## config.mk

```make
export PLATFORM = sky130hd
export DESIGN_NAME = ghps_ctrl
export DESIGN_NICKNAME = d
export VERILOG_FILES = /design/src/hdl/ghps_pkg.sv /design/src/hdl/ghps_ctrl.sv
export SDC_FILE = /design/constraint.sdc
export NUM_CORES = 1
export LEC_CHECK = 0
export BUFFER_PORTS_ARGS = -buffer_cell sky130_fd_sc_hd__buf_2
export CORE_AREA = 2 2 39 41
export CTS_BUF_LIST = sky130_fd_sc_hd__clkbuf_8 sky130_fd_sc_hd__clkbuf_16
export DETAILED_ROUTE_END_ITERATION = 7
export DIE_AREA = 0 0 41 43
export PLACE_DENSITY = 0.69
export RECOVER_POWER = 50
export SLEW_MARGIN = 20
export SYNTH_ARGS = -nofsm -noshare
export SYNTH_HDL_FRONTEND = slang
export SYNTH_SLANG_ARGS = --single-unit
```

## constraint.sdc

```tcl
create_clock -name clk_i -period 1.7 [get_ports clk_i]
set_input_delay 0.255 -clock clk_i [delete_from_list [all_inputs] [get_ports clk_i]]
set_output_delay 0.255 -clock clk_i [all_outputs]
set_load 0.03 [all_outputs]
```

## src/hdl/ghps_pkg.sv

```systemverilog
// ----------------------------------------------------------------------------
// ghps_pkg
// Shared types and constants for the gray histogram with peak scaling.
// ----------------------------------------------------------------------------
package ghps_pkg;

  localparam int unsigned BIN_COUNT    = 256;
  localparam int unsigned BIN_AW       = $clog2(BIN_COUNT);
  localparam int unsigned CANVAS_BITS  = 10;
  localparam int unsigned QUOT_BITS    = CANVAS_BITS;
  localparam int unsigned STEP_CNT_W   = $clog2(QUOT_BITS);
  localparam int unsigned APB_AW       = 3;
  localparam int unsigned APB_DW       = 32;

  localparam logic [CANVAS_BITS-1:0] CANVAS_RESET = CANVAS_BITS'(125);
  localparam logic                    CFG_IDX_CANVAS = 1'b0;

  typedef enum logic [1:0] {
    REQ_PIXEL = 2'd0,
    REQ_READ  = 2'd1,
    REQ_CLEAR = 2'd2
  } req_e;

  typedef enum logic [2:0] {
    ST_IDLE,
    ST_RMW,
    ST_MUL,
    ST_DIV,
    ST_DONE
  } state_e;

  // controller to datapath
  typedef struct packed {
    logic fetch;     // read the addressed bin
    logic sel_bin;   // address from bin_index rather than pixel_value
    logic rmw;       // write back incremented bin, update peak
    logic clr;       // drop all bins and the peak
    logic mul;       // scale count by canvas height, seed divider
    logic div_step;  // one restoring division step
    logic out_load;  // load result register
  } cmd_t;

  // datapath to controller
  typedef struct packed {
    logic out_busy;
  } sts_t;

endpackage

```

## src/hdl/ghps_ctrl.sv

```systemverilog
// ----------------------------------------------------------------------------
// ghps_ctrl
// Request sequencer: accepts one request at a time and steps the datapath
// through bin update, bin clear, or fetch, scale, divide and result load.
// ----------------------------------------------------------------------------
module ghps_ctrl (
  input  logic                clk_i,
  input  logic                rst_ni,
  input  logic                in_valid_i,
  output logic                in_stall_o,
  input  logic [1:0]          req_type_i,
  input  ghps_pkg::sts_t      sts_i,
  output ghps_pkg::cmd_t      cmd_o
);

  ghps_pkg::state_e                     state_q, state_d;
  logic [ghps_pkg::STEP_CNT_W-1:0]      cnt_q, cnt_d;
  ghps_pkg::req_e                       req;
  logic                                 accept;
  logic                                 last_step;

  assign req       = ghps_pkg::req_e'(req_type_i);
  assign accept    = in_valid_i && (state_q == ghps_pkg::ST_IDLE);
  assign last_step = (cnt_q == ghps_pkg::STEP_CNT_W'(ghps_pkg::QUOT_BITS - 1));

  always_ff @(posedge clk_i or negedge rst_ni) begin
    if (!rst_ni) begin
      state_q <= ghps_pkg::ST_IDLE;
      cnt_q   <= '0;
    end else begin
      state_q <= state_d;
      cnt_q   <= cnt_d;
    end
  end

  // next state
  always_comb begin
    state_d = state_q;
    cnt_d   = cnt_q;
    case (state_q)
      ghps_pkg::ST_IDLE: begin
        if (accept) begin
          case (req)
            ghps_pkg::REQ_PIXEL: state_d = ghps_pkg::ST_RMW;
            ghps_pkg::REQ_READ:  state_d = ghps_pkg::ST_MUL;
            default:             state_d = ghps_pkg::ST_IDLE;
          endcase
        end
      end
      ghps_pkg::ST_RMW: state_d = ghps_pkg::ST_IDLE;
      ghps_pkg::ST_MUL: begin
        state_d = ghps_pkg::ST_DIV;
        cnt_d   = '0;
      end
      ghps_pkg::ST_DIV: begin
        if (last_step) begin
          state_d = ghps_pkg::ST_DONE;
        end else begin
          cnt_d = cnt_q + 1'b1;
        end
      end
      ghps_pkg::ST_DONE: begin
        // hold until the result register is free
        if (!sts_i.out_busy) begin
          state_d = ghps_pkg::ST_IDLE;
        end
      end
      default: state_d = ghps_pkg::ST_IDLE;
    endcase
  end

  // outputs
  always_comb begin
    cmd_o      = '0;
    in_stall_o = (state_q != ghps_pkg::ST_IDLE);
    case (state_q)
      ghps_pkg::ST_IDLE: begin
        if (accept) begin
          case (req)
            ghps_pkg::REQ_PIXEL: cmd_o.fetch = 1'b1;
            ghps_pkg::REQ_READ: begin
              cmd_o.fetch   = 1'b1;
              cmd_o.sel_bin = 1'b1;
            end
            ghps_pkg::REQ_CLEAR: cmd_o.clr = 1'b1;
            default: cmd_o = '0;
          endcase
        end
      end
      ghps_pkg::ST_RMW:  cmd_o.rmw      = 1'b1;
      ghps_pkg::ST_MUL:  cmd_o.mul      = 1'b1;
      ghps_pkg::ST_DIV:  cmd_o.div_step = 1'b1;
      ghps_pkg::ST_DONE: cmd_o.out_load = !sts_i.out_busy;
      default:           cmd_o          = '0;
    endcase
  end

endmodule

```

=== After elaboration in Yosys (flattened, before gate mapping) ===
Index checks and enable logic that the tools add are counted.

* Logic and storage cells: 40
* Output and inout bits: 8
* Register bits after elaboration: 7
* Input bits: 6

* Add/subtract/negate cells: 1
* Equality and inequality tests: 11
* Reductions and logical operators: 9
* Mux-type cells: 17

{| class="wikitable"
|+ Operators with widths
! operator !! number
|-
| 3-bit one-hot mux with 4 select lines || 1
|-
| 3-bit two-way mux || 3
|-
| 2-bit inequality test (second input constant) || 4
|-
| 1-bit one-hot mux with 2 select lines || 4
|-
| 4-bit one-hot mux with 2 select lines || 1
|-
| 7-bit two-way mux || 1
|-
| 3-bit by 2-bit == test with 1-bit output (second input constant) || 2
|-
| 4-bit by 1-bit adder with 4-bit output (second input constant) || 1
|-
| 4-bit == test (second input constant) || 1
|-
| 1-bit two-way mux || 4
|-
| 4-bit two-way mux || 1
|-
| 2-bit one-hot mux with 2 select lines || 1
|-
| 3-bit by 1-bit == test with 1-bit output (second input constant) || 1
|-
| 3-bit == test (second input constant) || 1
|-
| 3-bit logical NOT || 1
|-
| 3-bit AND reduction || 1
|-
| 3-bit nonzero test || 1
|-
| 2-bit by 1-bit == test with 1-bit output (second input constant) || 1
|-
| 2-bit == test (second input constant) || 1
|-
| 2-bit logical NOT || 1
|-
| 2-bit two-way mux || 1
|-
| 2-bit AND reduction || 1
|-
| 2-bit nonzero test || 1
|-
| 2-bit OR reduction || 1
|-
| other kinds (2) || 2
|}

=== Longest topological paths before layout ===
* Word-level depth: 5
* Depth in mapped cells: 5
* Mapped depth without buffers: 5

=== Worst setup path after synthesis ===
No wires, ideal clock.

* Kind: register to output
* From: register state_q[1]
* To: output port cmd_o[5] (netlist bit)
* Buffers on the path: 0
* Required time: 1.445 ns
* Slack: -0.089 ns
* Data arrival time: 1.534 ns
* Cell stages (with the launch flop): 4
* Path through: dfrtp_1 > nor2_2 > nand3b_1 > nor3b_1

{| class="wikitable"
|+ RTL lines
! what !! line !! RTL
|-
| start, declared || ghps_ctrl.sv:16 || <nowiki>ghps_pkg::state_e state_q, state_d;</nowiki>
|-
| start signal, assigned || ghps_ctrl.sv:28 || <nowiki>state_q <= ghps_pkg::ST_IDLE;</nowiki>
|-
| start signal, assigned || ghps_ctrl.sv:31 || <nowiki>state_q <= state_d;</nowiki>
|-
| end, declared || ghps_ctrl.sv:13 || <nowiki>output ghps_pkg::cmd_t cmd_o</nowiki>
|}

=== Worst setup path after layout ===
* From: register state_q[1]
* To: output port in_stall_o

* Word-level cells in the longest chain between the ends: 1

{| class="wikitable"
|+ RTL lines
! what !! line !! RTL
|-
| 3-bit nonzero test || ghps_ctrl.sv:75 || <nowiki>in_stall_o = (state_q != ghps_pkg::ST_IDLE);</nowiki>
|-
| end, declared || ghps_ctrl.sv:10 || <nowiki>output logic in_stall_o,</nowiki>
|}

Every way passes these cells.

==> results.yml <==
power_and_ir_drop:
  power_frac_clock_pct: 24.7
  power_frac_comb_pct: 48.0
  sw_frac_of_total_pct: 43.1
  p_int_uw: 543
  p_sw_uw: 411
  seqPwrFrac_pct: 27.3
  p_total_uw: 954
  p_leak_uw: 0.000302
  powerDensity_nw_per_um2: 1550
  ir_worst_vdd_mv: 0.729
cts:
  root_buffer: "clkbuf_8"
  cts_tree: "done"
  clk-insertion-delay-late_ns: 0.23
  h-tree-depth: 1
  clk_path_buf_depth: 2
  clk_pin_slew_worst_paths_ns: 0.04
  cts_buffers: 3
  cts.sinks: 7
layout:
  drive_above_1_share_pct: 37.9
  fin_cells: 82
  final_cell_mix: "buf_2, dfrtp_1, inv_1, nor2_1"
  final_common_cell: "buf_2"
  fill_cells: 137
  syn_to_final_growth_pct: 33.6
  multi_input_area_um2: 273
  final-seq-area_um2: 176
  diodes: 0
  final_core_utilization_pct: 44.6
  nNetsFinal: 75
die:
  placementRows: 14
  die_area_um2: 1760
  io_pins: 14
  core_um2: 1380
  die_y_um: 43
  start_util_pct: 33.4
  die_w_um: 41
status:
  status: "completed"
sta:
  timing.setup.tns_ns: 0
  rsz0062_at_grt: "false"
  setup_viol: 0
  finalCriticalPeriod_ns: 1.62
  hold_violations: 0
  slew_violations: 0
  tightestPinTransition_ns: 0.414
  finalCritPeriodShare_pct: 95.2
  slew_headroom_pct: 72.4
  max_freq_ghz: 0.618
  finalClockSkew_ns: 0.00183
synthesis:
  synth-edff-count: 0
  synth_area_um2: 462
  ys_ff_latch: 7
  ys_async_sr_fraction_pct: 100
  synth_ff_type: "dfrtp_1"
  yosysWarningCount: 0
  syn-num-nets: 55
  yosys.cell_types.count: 28
  seq_area_frac_synth_pct: 37.9
  synthCells: 47
  syn_area_per_cell_um2: 9.82
grt:
  grt_pass1_vias: 401
  grt_start_max_net_pins: 11
  grt_pass1_wl_mm: 1.75
  grt_overflow: 0
  grt.total_usage_pct: 15.3
  antenna_found_initial: 0
worst_setup_path:
  cp_slowest_stage_delay_ns: 0.40
  path_cells: "buf_4 > or3_1 > buf_2"
  critPathCaptureType: "output port"
  start_kind: "register"
  arrival_ns: 1.36
  crit_family: "flip-flops"
  path_max_fanout: 7
  reg2reg_slack_ns: 0.27
  crit_buf_inv: 2
  worstPathRequired_ns: 1.44
  worstSetupPathType: "reg2out"
  critPathSlowestCell: "dfrtp_1"
placement:
  dp_hpwl_um: 722
  portBuffers: 13
  dpl.cell_count: 76
  place_congestion: 0.686
detailed_routing:
  ant_nets: 0
  drt_first_pass_iters: 4
  routed-via-count: 421
  drt-wirelength-per-cell_um: 12.5
  drt-initial-drc-count: 11
  drc: 0
  viasPerCell: 5.13
  wl_mm: 1.03
min_path:
  hp-class: "in2reg"
run:
  maxCapViolCount: 0
-- worst paths after layout --
kind / from / endpoint / cells after the start
worst max-delay path: state_q[1]$_DFFE_PN0P_ / in_stall_o / 3
worst min-delay path: in_valid_i / state_q[0]$_DFFE_PN0P_ / 3
worst max register to register: cnt_q[0]$_DFFE_PN0P_ / cnt_q[2]$_DFFE_PN0P_ / 4
worst min register to register: cnt_q[2]$_DFFE_PN0P_ / cnt_q[2]$_DFFE_PN0P_ / 1
max in group asynchronous: rst_ni / state_q[0]$_DFFE_PN0P_ / 2
min in group asynchronous: rst_ni / state_q[1]$_DFFE_PN0P_ / 2
-- metrics by stage --
| step | setup WS [ns] | cell area (um^2) | hold slack [ns] |
|---|---|---|---|
| finish | 0.0823 | 617 | 0.330 |
| global route | 0.0217 | 617 | 0.359 |
| CTS | 0.0394 | 614 | 0.329 |
| detailed placement | 0.262 | 554 | 0.106 |
| global placement | 0.281 | 554 | 0.103 |
| floorplan | -0.0107 | 467 | -0.0406 |
-- area by class of cell --
class / instances / share of cell area (%)
inverters: 3 / 1.83
clock inverters: 1 / 0.609
flip-flops and latches: 7 / 28.6
clock buffers: 3 / 6.69
well taps: 16 / 3.25
repair buffers: 16 / 14.8
multi-input cells: 36 / 44.2
-- metal layers --
layer  routed length, um  track usage (%)  vias to the layer above
met5                   0                0                        -
met2                 468             20.6                       17
met1                 468             19.1                      192
met4                  31             12.0                        0
li1                    -                -                      207
met3                  56             4.71                        5
-- cell usage after synthesis, drive strengths merged (2+ instances only) --
cell | instances | area (um^2)
inv | 3 | 11.3
ha | 2 | 25.0
nand2 | 3 | 11.3
nand2b | 2 | 27.5
dfrtp | 7 | 175
nor2 | 5 | 21.3
o21ai | 3 | 15.0
nor3b | 2 | 15.0
a21oi | 3 | 15.0
and3b | 2 | 21.3
-- worst reg2reg max path, cell delays in order (launching register included) --
cell     delay (ns)
dfrtp_1        0.41
ha_1           0.21
and3b_1        0.22
a21o_1         0.22
o41ai_2        0.27
-- registers in the layout, indices dropped and copies added (netlist names) --
name,count
state_q,3
cnt_q,4
-- repair_timing --
action,CTS,global route
hold buffers,1,0
pin swaps,0,0
resized for setup,1,2
setup endpoints to repair,1,3
hold endpoints to repair,7,0
buffers inserted,0,1
-- cell families after synthesis --
| family | count (synthesis) | share of synthesized area (%) |
|---|---|---|
| xor+xnor | 1 | 1.90 |
| compound gates | 12 | 20.3 |
| fa+ha+maj | 2 | 5.42 |
| buf+inv | 4 | 3.52 |
| mux | 1 | 2.17 |
| flops | 7 | 37.9 |
| simple gates | 20 | 28.7 |
-- power by group through the flow --
stage	Clock, uW	Combinational [uW]	Sequential (uW)
4_1_cts	239	446	263
5_1_grt	247	510	265
3_5_place_dp	0	435	257
3_3_place_gp	0	434	255
2_1_floorplan	0	311	264
6_report	236	458	260
(Power assumes the default switching activity.)
